<file path="config.mk">
export PLATFORM = sky130hd
export DESIGN_NAME = http_chunked_body_decoder
export DESIGN_NICKNAME = d
export VERILOG_FILES = /design/src/sv/chb_pkg.sv /design/src/sv/chb_core.sv /design/src/sv/chb_out_reg.sv /design/src/sv/http_chunked_body_decoder.sv
export SDC_FILE = /design/constraint.sdc
export NUM_CORES = 1
export LEC_CHECK = 0
export BUFFER_PORTS_ARGS = -buffer_cell sky130_fd_sc_hd__buf_4
export CAP_MARGIN = 20
export CORE_ASPECT_RATIO = 0.7
export CORE_MARGIN = 3
export CORE_UTILIZATION = 60
export DETAILED_ROUTE_END_ITERATION = 12
export HOLD_SLACK_MARGIN = 0.06
export PLACE_DENSITY = 0.82
export SYNTH_ARGS = -nofsm -noshare
export SYNTH_HDL_FRONTEND = slang
export SYNTH_SLANG_ARGS = --single-unit
export TNS_END_PERCENT = 30
</file>
<file path="constraint.sdc">
create_clock -name clk -period 4.1 [get_ports clk]
set_clock_uncertainty 0.05 [all_clocks]
set_input_delay 1.23 -clock clk [delete_from_list [all_inputs] [get_ports clk]]
set_output_delay 1.23 -clock clk [all_outputs]
set_load 0.01 [all_outputs]
</file>
<file path="src/sv/chb_pkg.sv">
// Shared types, character codes and helpers for the chunked body decoder.
// No dependencies; used by every module of the block but chb_checker.
package chb_pkg;

  localparam int SIZE_BITS_DEF = 32;
  localparam int HEX_BITS      = 4;

  localparam logic [7:0] CHR_CR  = 8'h0D;
  localparam logic [7:0] CHR_LF  = 8'h0A;
  localparam logic [7:0] CHR_SP  = 8'h20;
  localparam logic [7:0] CHR_TAB = 8'h09;

  typedef enum logic [3:0] {
    PH_SIZE_PRE = 4'd0,
    PH_SIZE_DIG = 4'd1,
    PH_DATA     = 4'd2,
    PH_DATA_CR  = 4'd3,
    PH_DATA_LF  = 4'd4,
    PH_FINAL_CR = 4'd5,
    PH_FINAL_LF = 4'd6,
    PH_DONE     = 4'd7,
    PH_ERROR    = 4'd8
  } phase_t;

  typedef struct packed {
    logic       error;
    logic       done_res;
    logic       consumed;
    logic       out_valid;
    logic [7:0] out_byte;
  } result_t;

  // bit 4 flags a legal hex digit, bits 3:0 carry its value
  function automatic logic [HEX_BITS:0] hex_digit(input logic [7:0] c);
    logic [HEX_BITS:0] r;
    r = '0;
    if (c >= "0" && c <= "9") begin
      r = {1'b1, 4'(c - "0")};
    end else if (c >= "a" && c <= "f") begin
      r = {1'b1, 4'(c - "a" + 8'd10)};
    end else if (c >= "A" && c <= "F") begin
      r = {1'b1, 4'(c - "A" + 8'd10)};
    end
    return r;
  endfunction

endpackage

</file>
<file path="src/sv/chb_core.sv">
// Decoder state and per-byte step logic: one byte in, one result out.
// Depends on chb_pkg.
module chb_core #(
  parameter int SIZE_BITS = chb_pkg::SIZE_BITS_DEF
) (
  input  logic             clk,
  input  logic             rst,
  input  logic             step,
  input  logic [7:0]       in_byte,
  output chb_pkg::result_t res
);

  chb_pkg::phase_t        phase, phase_next;
  logic [SIZE_BITS-1:0]   chunk_size_acc, chunk_size_acc_next;
  logic [SIZE_BITS-1:0]   bytes_left, bytes_left_next;
  logic                   cr_pending, cr_pending_next;
  logic                   digits_closed, digits_closed_next;

  logic                      ok;
  logic                      in_digits;
  logic                      is_ws;
  logic [chb_pkg::HEX_BITS:0] hd;
  logic [SIZE_BITS-1:0]      left_dec;

  always_ff @(posedge clk) begin
    if (rst) begin
      phase          <= chb_pkg::PH_SIZE_PRE;
      chunk_size_acc <= '0;
      bytes_left     <= '0;
      cr_pending     <= 1'b0;
      digits_closed  <= 1'b0;
    end else if (step) begin
      phase          <= phase_next;
      chunk_size_acc <= chunk_size_acc_next;
      bytes_left     <= bytes_left_next;
      cr_pending     <= cr_pending_next;
      digits_closed  <= digits_closed_next;
    end
  end

  always_comb begin
    phase_next          = phase;
    chunk_size_acc_next = chunk_size_acc;
    bytes_left_next     = bytes_left;
    cr_pending_next     = cr_pending;
    digits_closed_next  = digits_closed;
    ok                  = 1'b1;
    res                 = '0;
    in_digits           = (phase == chb_pkg::PH_SIZE_DIG);
    is_ws               = (in_byte == chb_pkg::CHR_CR) || (in_byte == chb_pkg::CHR_LF) ||
                          (in_byte == chb_pkg::CHR_SP) || (in_byte == chb_pkg::CHR_TAB);
    hd                  = chb_pkg::hex_digit(in_byte);
    left_dec            = (bytes_left != '0) ? bytes_left - SIZE_BITS'(1) : bytes_left;

    case (phase)
      chb_pkg::PH_SIZE_PRE, chb_pkg::PH_SIZE_DIG: begin
        if (cr_pending && in_byte == chb_pkg::CHR_LF) begin
          // CR LF closes the size line
          cr_pending_next    = 1'b0;
          digits_closed_next = 1'b0;
          if (!in_digits || chunk_size_acc == '0) begin
            phase_next = chb_pkg::PH_FINAL_CR;
          end else begin
            bytes_left_next = chunk_size_acc;
            phase_next      = chb_pkg::PH_DATA;
          end
          chunk_size_acc_next = '0;
        end else begin
          cr_pending_next = 1'b0;
          if (is_ws) begin
            cr_pending_next = (in_byte == chb_pkg::CHR_CR);
            if (in_digits) begin
              digits_closed_next = 1'b1;
            end
          end else if (!hd[chb_pkg::HEX_BITS] || digits_closed ||
                       chunk_size_acc[SIZE_BITS-1 -: chb_pkg::HEX_BITS] != '0) begin
            ok = 1'b0;
          end else begin
            chunk_size_acc_next = {chunk_size_acc[SIZE_BITS-chb_pkg::HEX_BITS-1:0],
                                   hd[chb_pkg::HEX_BITS-1:0]};
            phase_next          = chb_pkg::PH_SIZE_DIG;
          end
        end
      end
      chb_pkg::PH_DATA: begin
        res.out_byte    = in_byte;
        res.out_valid   = 1'b1;
        bytes_left_next = left_dec;
        if (left_dec == '0) begin
          phase_next = chb_pkg::PH_DATA_CR;
        end
      end
      chb_pkg::PH_DATA_CR: begin
        if (in_byte == chb_pkg::CHR_CR) phase_next = chb_pkg::PH_DATA_LF;
        else ok = 1'b0;
      end
      chb_pkg::PH_DATA_LF: begin
        if (in_byte == chb_pkg::CHR_LF) phase_next = chb_pkg::PH_SIZE_PRE;
        else ok = 1'b0;
      end
      chb_pkg::PH_FINAL_CR: begin
        if (in_byte == chb_pkg::CHR_CR) phase_next = chb_pkg::PH_FINAL_LF;
        else ok = 1'b0;
      end
      chb_pkg::PH_FINAL_LF: begin
        if (in_byte == chb_pkg::CHR_LF) begin
          phase_next   = chb_pkg::PH_DONE;
          res.consumed = 1'b1;
        end else begin
          ok = 1'b0;
        end
      end
      default: begin
      end
    endcase

    if (phase_next < chb_pkg::PH_DONE && ok) begin
      res.consumed = 1'b1;
    end
    if (!ok) begin
      phase_next    = chb_pkg::PH_ERROR;
      res.out_byte  = '0;
      res.out_valid = 1'b0;
      res.consumed  = 1'b0;
    end
    res.done_res = (phase_next == chb_pkg::PH_DONE);
    res.error    = (phase_next == chb_pkg::PH_ERROR);
  end

endmodule

</file>
<file path="src/sv/chb_out_reg.sv">
// Result register of the decoder: holds one result until the sink takes it.
// Depends on chb_pkg.
module chb_out_reg (
  input  logic             clk,
  input  logic             rst,
  input  logic             load,
  input  chb_pkg::result_t din,
  output logic             can_load,
  output logic             vld,
  input  logic             rdy,
  output chb_pkg::result_t dout
);

  // a held result may be replaced in the same cycle it is taken
  assign can_load = !vld || rdy;

  always_ff @(posedge clk) begin
    if (rst) begin
      vld <= 1'b0;
    end else if (can_load) begin
      vld <= load;
    end
  end

  always_ff @(posedge clk) begin
    if (load && can_load) begin
      dout <= din;
    end
  end

endmodule

</file>
<file path="src/sv/http_chunked_body_decoder.sv">
// Each input byte passes the byte register, then the result register, to the m_ side.
// Throughput: one byte per cycle; the byte register, the step logic and the
// result register advance together whenever the result register can load.
// The size accumulator and down counter are SIZE_BITS wide; one decrement per payload byte.
// Reset: synchronous, clears the phase to the start of a size line, the
// counters and flags, and empties both pipeline registers.
module http_chunked_body_decoder #(
  parameter int SIZE_BITS = chb_pkg::SIZE_BITS_DEF
) (
  input  logic        clk,
  input  logic        rst,
  input  logic        s_tvalid,
  output logic        s_tready,
  input  logic [7:0]  s_tdata,   // [7:0] in_byte
  output logic        m_tvalid,
  input  logic        m_tready,
  output logic [15:0] m_tdata,   // [7:0] out_byte, [8] consumed, [9] done_res,
                                 // [10] error, [15:11] zero
  output logic        m_tuser    // [0] out_valid
);

  logic             in_vld;
  logic [7:0]       in_byte;
  logic             out_can_load;
  logic             advance;
  chb_pkg::result_t step_res;
  chb_pkg::result_t out_res;

  assign advance  = in_vld && out_can_load;
  assign s_tready = !in_vld || advance;

  always_ff @(posedge clk) begin
    if (rst) begin
      in_vld <= 1'b0;
    end else if (s_tready) begin
      in_vld <= s_tvalid;
    end
  end

  always_ff @(posedge clk) begin
    if (s_tvalid && s_tready) begin
      in_byte <= s_tdata;
    end
  end

  chb_core #(
    .SIZE_BITS(SIZE_BITS)
  ) u_core (
    .clk    (clk),
    .rst    (rst),
    .step   (advance),
    .in_byte(in_byte),
    .res    (step_res)
  );

  chb_out_reg u_out (
    .clk     (clk),
    .rst     (rst),
    .load    (in_vld),
    .din     (step_res),
    .can_load(out_can_load),
    .vld     (m_tvalid),
    .rdy     (m_tready),
    .dout    (out_res)
  );

  assign m_tdata = {5'b0, out_res.error, out_res.done_res, out_res.consumed, out_res.out_byte};
  assign m_tuser = out_res.out_valid;

endmodule

</file>
# Yosys cells after proc, flatten, opt, wreduce, memory -nomap -nowiden
# Index checks and enable logic that the tools add are counted.
# totals
reg_bits	92
input_bits	12
# op_classes
n_addsub	6
order_cmp	7
n_eq_ne	16
muxes	35
reduce_logical	35
# op_table
op	count
$mux 32	6
$logic_not 32->1	2
$pmux 32 s2	1
$mux 4	9
$reduce_bool 32->1	1
$sub 32x1->32 const B	1
$eq 8x4->1 const B	3
$pmux 4 s6	1
$eq 4x3->1 const B	4
$ge 8x7->1 const B	2
$le 8x7->1 const B	2
$mux 5	3
$mux 1	12
$reduce_and 4->1	3
$sub 4x1->4 const B	3
$mux 9	1
$add 4x4->4 const B	2
$eq 4x2->1 const B	2
$eq 8x6->1 const B	1
$ge 8x6->1 const B	1
$le 8x6->1 const B	1
$logic_or 1x1->1	8
$logic_and 1x1->1	7
$reduce_bool 2->1	3
other kinds (12)	20

# Longest topological paths before layout
# Gate-level depths: netlist of the first run.
# depth
ltp_word	15
ltp_mapped	11
ltp_nobuf	9

# Modules after synthesis
# From an unflattened synthesis of the first run, not the netlist that was laid out.
# unflattened
hier_cells	659
area_unflattened_um2	5220.0
# modules_own_cells
module	instances	cells_per_inst	area_each_um2	seq_area_each_um2
chb_core	1	622	4460.5	1401.3
chb_out_reg	1	17	415.4	380.4
http_chunked_body_decoder	1	20	344.1	260.2

# Least setup slack after synthesis of the first run
# OpenSTA, ideal clock, no wires.
# synth_path
path_type	input -> register
start	input m_tready
end	register u_core.chunk_size_acc[11]
setup_time_ns	0.065
arrival_time_ns	3.139
t_required_ns	3.985
slack_ns	0.846
cell_stages	10
path_buffers	3
path_cell_list	nor2b_1 nand2b_1 clkbuf_1 inv_1 and2_1 clkbuf_1 o21ai_1 clkbuf_1 a22oi_1 nor2_1
# synth_via
elab_chain_cells	3
# synth_rtl
item	line_no	text
start, declared	http_chunked_body_decoder.sv:16	input logic m_tready,
$logic_or 1x1->1	chb_out_reg.sv:15	assign can_load = !vld || rdy;
$logic_and 1x1->1	http_chunked_body_decoder.sv:29	assign advance = in_vld && out_can_load;
via advance	http_chunked_body_decoder.sv:25	logic advance;
$reduce_and 4->1 (no source line)	n/a	
end signal, assigned	chb_core.sv:34	chunk_size_acc <= chunk_size_acc_next;
end, declared	chb_core.sv:14	logic [SIZE_BITS-1:0] chunk_size_acc, chunk_size_acc_next;
# The timed path passes the listed nets, and every way through them passes these cells.
# A chain may end at the register's enable or synchronous reset.

==> results.py, run 1 <==
metrics = {
    "timing": {
        "hold_viol_final": 0,
        "worst_slack_ns": 0.617,
        "maxSlewHeadroom_pct": 31.3,
        "fin_crit_sh_pct": 85.0,
        "setup_tns_ns": 0,
        "fin_crit_ns": 3.48,
        "maxSlewViolCount": 0,
        "worst_pin_slew_ns": 1.03,
        "final-setup-viol-count": 0,
        "rsz0062_at_grt": "false",
        "fmax_ghz": 0.287,
    },
    "critical_path": {
        "crit_fanout": 22,
        "critical_path_arrival_ns": 3.65,
        "end_kind": "flip-flop",
        "cp_data_required_time_ns": 4.26,
        "path_class": "reg2reg",
        "crit_path_start_kind": "flip-flop",
    },
    "job": {
        "drv_cap": 0,
    },
    "cts": {
        "postCtsResizedCells": 0,
        "numCtsBuffers": 9,
        "postCtsSetupBuffers": 0,
        "clock_sinks": 92,
        "h-tree-depth": 3,
        "root_buffer": "clkbuf_16",
        "cts_hold_buffers": 0,
        "insertion_delay_ns": 0.34,
        "cts_tree": "built",
        "clk_path_buf_depth": 2,
        "clkSlewWorstSetupHoldPaths_ns": 0.06,
    },
    "route": {
        "num_vias": 4896,
        "drt-initial-drc-count": 845,
        "drtPass1Iterations": 6,
        "routedWlPerCell_um": 18.9,
        "postRouteAntennaNets": 0,
        "drc": 0,
        "wl_um": 13600,
        "vias_per_cell": 6.83,
    },
    "synth": {
        "ys_ff_latch": 92,
        "ys.flop_type": "dfxtp_1",
        "ys_warn_count": 0,
        "synth_top_area_share_pct": 28.9,
        "syn_inst": 612,
        "yosys.area.top_type": "dfxtp_1",
        "async_flop_share_pct": 0,
        "netlist_top_cells_area": "dfxtp_1 (29%), edfxtp_1 (12%), nor2_1 (6.6%)",
        "synth_most_common_cell": "nor2_1",
        "avgSynthCellArea_um2": 8.15,
        "ys_types": 68,
        "synth.yosys.seq_area_share_pct": 40.9,
        "synthesis.area_um2": 4990,
        "synthTopCellsByCount": "nor2_1 (88), dfxtp_1 (72), nand2_1 (50), o21ai_0 (42)",
        "synth_edf_count": 20,
    },
    "worst_hold_path": {
        "hold_path.class": "reg2reg",
    },
    "floorplan": {
        "die_w_um": 115,
        "die_h_um": 82.3,
        "io_pins": 31,
        "core-area_um2": 7970,
        "row_count": 27,
        "dieArea_um2": 9460,
        "start_util_pct": 62.6,
    },
    "pwr": {
        "power.net_switching_w": 0.000422,
        "power_w": 0.00186,
        "pwr-share-comb_pct": 4.6,
        "p_per_area_nw_per_um2": 338,
        "p_sw_share_pct": 22.7,
        "peakVddDrop_mv": 0.291,
        "p_clk_share_pct": 44.0,
        "power_frac_seq_pct": 51.3,
        "p_int_w": 0.00144,
        "p_leak_nw": 1.99,
    },
    "cells_and_area": {
        "seq_area_um2": 2040,
        "fillCellCount": 627,
        "layout-area-overhead-vs-synth_pct": 10.4,
        "drive_gt1_share_pct": 9.90,
        "multi_input_area_um2": 2710,
        "fin_nets": 629,
        "num_antenna_cells": 0,
    },
    "placement": {
        "portBuffers": 25,
        "place.detailed.hpwl_um": 9240,
        "place_congestion": 0.952,
        "dp_slack_ns": 0.714,
    },
    "global_routing": {
        "gr-total-overflow": 0,
        "grt_max_degree": 73,
        "grt_pass1_wl_um": 22800,
        "grt_pass1_vias": 4455,
        "grt_use_total_pct": 30.2,
        "antenna_found_initial": 0,
    },
    "outcome": {
        "outcome": "finished, final reports clean",
    },
}
==> worst max-delay path, cell delays in order, from the launching register on <==
cell	delay (ns)
dfxtp_1	0.38
nor4_1	0.67
nand4_1	0.44
nor4_2	0.24
buf_4	0.29
nor2_1	0.08
a2111oi_0	0.67
and4_1	0.38
o21ba_1	0.14
==> stage by stage <==
stage | hold slack (ns) | cells | util, % | cell area [um^2]
2_1_floorplan | 0.389 | 616 | - | 5000
3_3_place_gp | 0.407 | 701 | 65.3 | 5200
3_5_place_dp | 0.419 | 701 | 65.3 | 5200
4_1_cts | 0.428 | 716 | 68.9 | 5490
5_1_grt | 0.462 | 717 | 69.1 | 5510
6_report | 0.428 | 717 | 69.1 | 5510
==> cell usage in the layout (no fill, tap or decap), types with 4 or more instances in the layout <==
| cell | n |
|---|---|
| o21ai_0 | 42 |
| o31ai_1 | 4 |
| a211oi_1 | 14 |
| a31oi_1 | 7 |
| nor3_1 | 16 |
| ha_1 | 5 |
| nor2_1 | 88 |
| a21oi_1 | 37 |
| buf_4 | 33 |
| or3_1 | 10 |
| o22ai_1 | 6 |
| nand4_1 | 11 |
| a22oi_1 | 37 |
| o31a_1 | 5 |
| o41ai_1 | 6 |
| edfxtp_1 | 20 |
| dfxtp_1 | 72 |
| and2_1 | 9 |
| o21a_1 | 5 |
| nor4_1 | 19 |
| nand2_1 | 50 |
| clkbuf_16 | 9 |
| or4_1 | 7 |
| nor2b_1 | 4 |
| conb_1 | 5 |
| inv_1 | 14 |
| nand2b_1 | 4 |
| nand3_1 | 5 |
==> power groups by stage <==
stage,registers [W],logic (W),clock network [W]
after floorplan,0.000969,0.0000603,0
after global placement,0.000974,0.0000808,0
after detailed placement,0.000975,0.0000844,0
after CTS,0.000955,0.0000852,0.000826
after global routing,0.000957,0.0000946,0.000869
final,0.000955,0.0000861,0.000820
==> state kept, by name, indices dropped and copies added, names as in the netlist <==
signal                 flops
u_core.chunk_size_acc     32
u_core.phase               4
u_core.digits_closed       1
u_core.cr_pending          1
in_byte                    8
u_core.bytes_left         32
u_out.vld                  1
in_vld                     1
u_out.dout                12
==> logic make-up after synthesis <==
family / count (synthesis) / synth area share (%)
xor gates and xnor gates: 4 / 0.702
DFF: 92 / 40.9
and+or+nand+nor: 244 / 24.3
other: 1 / 0.0752
adders and majority gates: 5 / 1.25
AOI/OAI and AO/OA: 199 / 26.8
muxes: 2 / 0.401
buffers and inverters: 65 / 5.47
==> layer usage <==
layer / GRT usage, % / vias up / part of all wire, %
met5: 0 / - / 0
met4: 6.45 / 0 / 1.9
met3: 6.77 / 33 / 9.4
met2: 45.5 / 248 / 44
met1: 44.4 / 2332 / 45
li1: - / 2283 / -
==> area by class of cell <==
cell class	instances	area share, %
tap	101	2.29
timing repair buffer	35	5.13
clock inverter	6	1.16
sequential	92	37.1
inverter	15	1.02
clock buffer	9	4.09
multi-input combinational	459	49.2
==> worst paths after layout <==
| check | cells past startpoint | from | endpoint | slack (ns) |
|---|---|---|---|---|
| min reg2reg | 2 | u_core.bytes_left[19] | u_core.bytes_left[19] | 0.43 |
| min | 2 | u_core.bytes_left[19] | u_core.bytes_left[19] | 0.43 |
| max | 8 | u_core.bytes_left[2] | u_out.dout[10] | 0.62 |
| max reg2reg | 8 | u_core.bytes_left[2] | u_out.dout[10] | 0.62 |
Power figures use the tool's default switching activity.
==> run 2, diff against run 1 <==
CORE_UTILIZATION = 55   (was 60)
PLACE_DENSITY = 0.79   (was 0.82)
clock period = 3 ns   (was 4.1 ns; I/O delays follow)
==> results.py, run 2 (synthesized netlist as in run 1, its figures left out) <==
metrics = {
    "outcome": {
        "outcome": "finished, final reports clean",
    },
    "cells_and_area": {
        "drive_gt1_share_pct": 13.6,
        "fin_util_pct": 66.4,
        "final_common_cell": "nor2_1",
        "fin_nets": 650,
        "layoutNonFillerInstCount": 758,
        "fillCellCount": 743,
        "layout-area-overhead-vs-synth_pct": 15.1,
        "num_antenna_cells": 0,
        "reg.largest.list": "u_core.bytes_left (32), u_core.chunk_size_acc (32), u_out.dout (12)",
        "layout_common_cells": "nor2_1 (88), dfxtp_1 (72), buf_4 (54), nand2_1 (50), o21ai_0 (42)",
    },
    "placement": {
        "place_congestion": 0.949,
        "place_inst": 742,
        "place.detailed.hpwl_um": 10100,
        "portBuffers": 25,
    },
    "global_routing": {
        "antenna_found_initial": 0,
        "busiest_layer": "met1",
        "grt_use_total_pct": 28.5,
        "gr-total-overflow": 0,
        "gr-usage-met1_pct": 43.1,
        "grt.met3_usage_pct": 6.72,
        "grt_pass1_vias": 4439,
        "met2_usage_pct": 40.6,
        "grt_pass1_wl_um": 23300,
        "grt_max_degree": 53,
    },
    "pwr": {
        "peakVddDrop_mv": 0.285,
        "p_per_area_nw_per_um2": 456,
        "power_w": 0.00262,
        "p_leak_nw": 2.11,
    },
    "cts": {
        "root_buffer": "clkbuf_16",
        "h-tree-depth": 3,
        "insertion_delay_ns": 0.35,
        "clk_path_buf_depth": 2,
        "postCtsSetupBuffers": 0,
        "cts_tree": "built",
        "clkSlewWorstSetupHoldPaths_ns": 0.07,
        "clock_sinks": 92,
        "numCtsBuffers": 9,
    },
    "critical_path": {
        "end_kind": "flip-flop",
        "cpMaxStageDelayCell": "or4_1",
        "path_class": "reg2reg",
        "critical_path_arrival_ns": 3.15,
        "cp.depth": 7,
        "cp_data_required_time_ns": 3.16,
        "r2r_slack_ns": 0.02,
        "crit_path_end": "u_out.dout[10]",
        "max_stage_delay_ns": 0.67,
        "critical_path.top_delay_family": "simple AND/OR/NAND/NOR gates",
        "regToRegStartpoint": "u_core.bytes_left[2]",
        "worstReg2RegEnd": "u_out.dout[10]",
        "reg2reg_depth": 7,
        "crit_chain": "or4_1, or4_1, xor2_1, a41oi_1, a2111oi_1, and4_1, o21ba_1",
        "critPathLaunch": "u_core.bytes_left[2]",
        "crit_buf_inv": 0,
        "crit_fanout": 8,
        "crit_top_cell": "or4_1",
        "crit_path_start_kind": "flip-flop",
    },
    "job": {
        "drv_cap": 0,
    },
    "timing": {
        "final-setup-viol-count": 0,
        "fin_crit_ns": 2.98,
        "rsz0062_at_grt": "true",
        "worst_pin_slew_ns": 0.731,
        "maxSlewViolCount": 0,
        "maxSlewHeadroom_pct": 50.8,
        "fmax_ghz": 0.335,
        "hold_viol_final": 0,
        "setup_tns_ns": 0,
        "fin_crit_sh_pct": 99.5,
    },
    "floorplan": {
        "start_util_pct": 57.7,
        "die_w_um": 120,
        "die_h_um": 85.7,
        "row_count": 28,
        "core-area_um2": 8650,
        "dieArea_um2": 10300,
        "io_pins": 31,
    },
    "route": {
        "drtPass1Iterations": 5,
        "drt-initial-drc-count": 699,
        "num_vias": 5027,
        "postRouteAntennaNets": 0,
        "vias_per_cell": 6.63,
        "wl_um": 14300,
        "drc": 0,
        "routedWlPerCell_um": 18.9,
    },
    "worst_hold_path": {
        "holdCritStartpoint": "u_core.bytes_left[19]",
        "hold_path.class": "reg2reg",
        "holdPathStages": 2,
    },
}
run 2: repair_timing:
action                                 in CTS  in global routing
cloned                                      0                  0
endpoints found under the hold margin       0                  0
hold buffers                                0                  0
gates resized for setup                     2                  5
pin swaps                                   0                  0
setup endpoints to repair                   1                 53
run 2: cell type report:
cell class                      count  area, um^2  area share [%]
Clock buffer                       12         256            4.46
Inverter                           15        56.3           0.980
Timing Repair Buffer               56         445            7.75
Sequential cell                    92        2040            35.5
Tap cell                          120         150            2.61
Multi-Input combinational cell    459        2740            47.7
Clock inverter                      4        55.1           0.958
run 2: how the worst min path moves through the flow:
stage,slack [ns],endpoint
2_1_floorplan,0.39,u_core.bytes_left[19]
3_3_place_gp,0.41,u_core.bytes_left[19]
3_5_place_dp,0.42,u_core.bytes_left[19]
4_1_cts,0.43,u_core.bytes_left[19]
5_1_grt,0.46,u_core.digits_closed
6_report,0.43,u_core.bytes_left[19]
run 2: metal layers:
layer | vias up | wire [um]
li1 | 2331 | -
met1 | 2427 | 6900
met2 | 247 | 6050
met3 | 22 | 1150
met4 | 0 | 235
met5 | - | 0
run 2: metrics by stage:
| step | worst slack, ns | hold WS (ns) | instance area [um^2] |
|---|---|---|---|
| 3_5_place_dp | 0.00616 | 0.418 | 5410 |
| 3_3_place_gp | -0.00653 | 0.406 | 5410 |
| 6_report | 0.0161 | 0.428 | 5750 |
| 2_1_floorplan | 0.0755 | 0.389 | 5000 |
| 4_1_cts | 0.0175 | 0.429 | 5720 |
| 5_1_grt | -0.104 | 0.464 | 5750 |
run 2: worst register-to-register path, stage by stage (launching register included):
cell and delay, ns:
dfxtp_1 0.37, or4_1 0.67, or4_1 0.53, xor2_1 0.16, a41oi_1 0.19, a2111oi_1 0.40, and4_1 0.33, o21ba_1 0.14
run 2: power breakdown:
group / leakage (nW) / total (W) / switching [W] / internal [W]
combinational: 1.19 / 0.000139 / 0.0000865 / 0.0000525
sequential: 0.777 / 0.00130 / 0.0000137 / 0.00128
clock: 0.149 / 0.00119 / 0.000491 / 0.000696
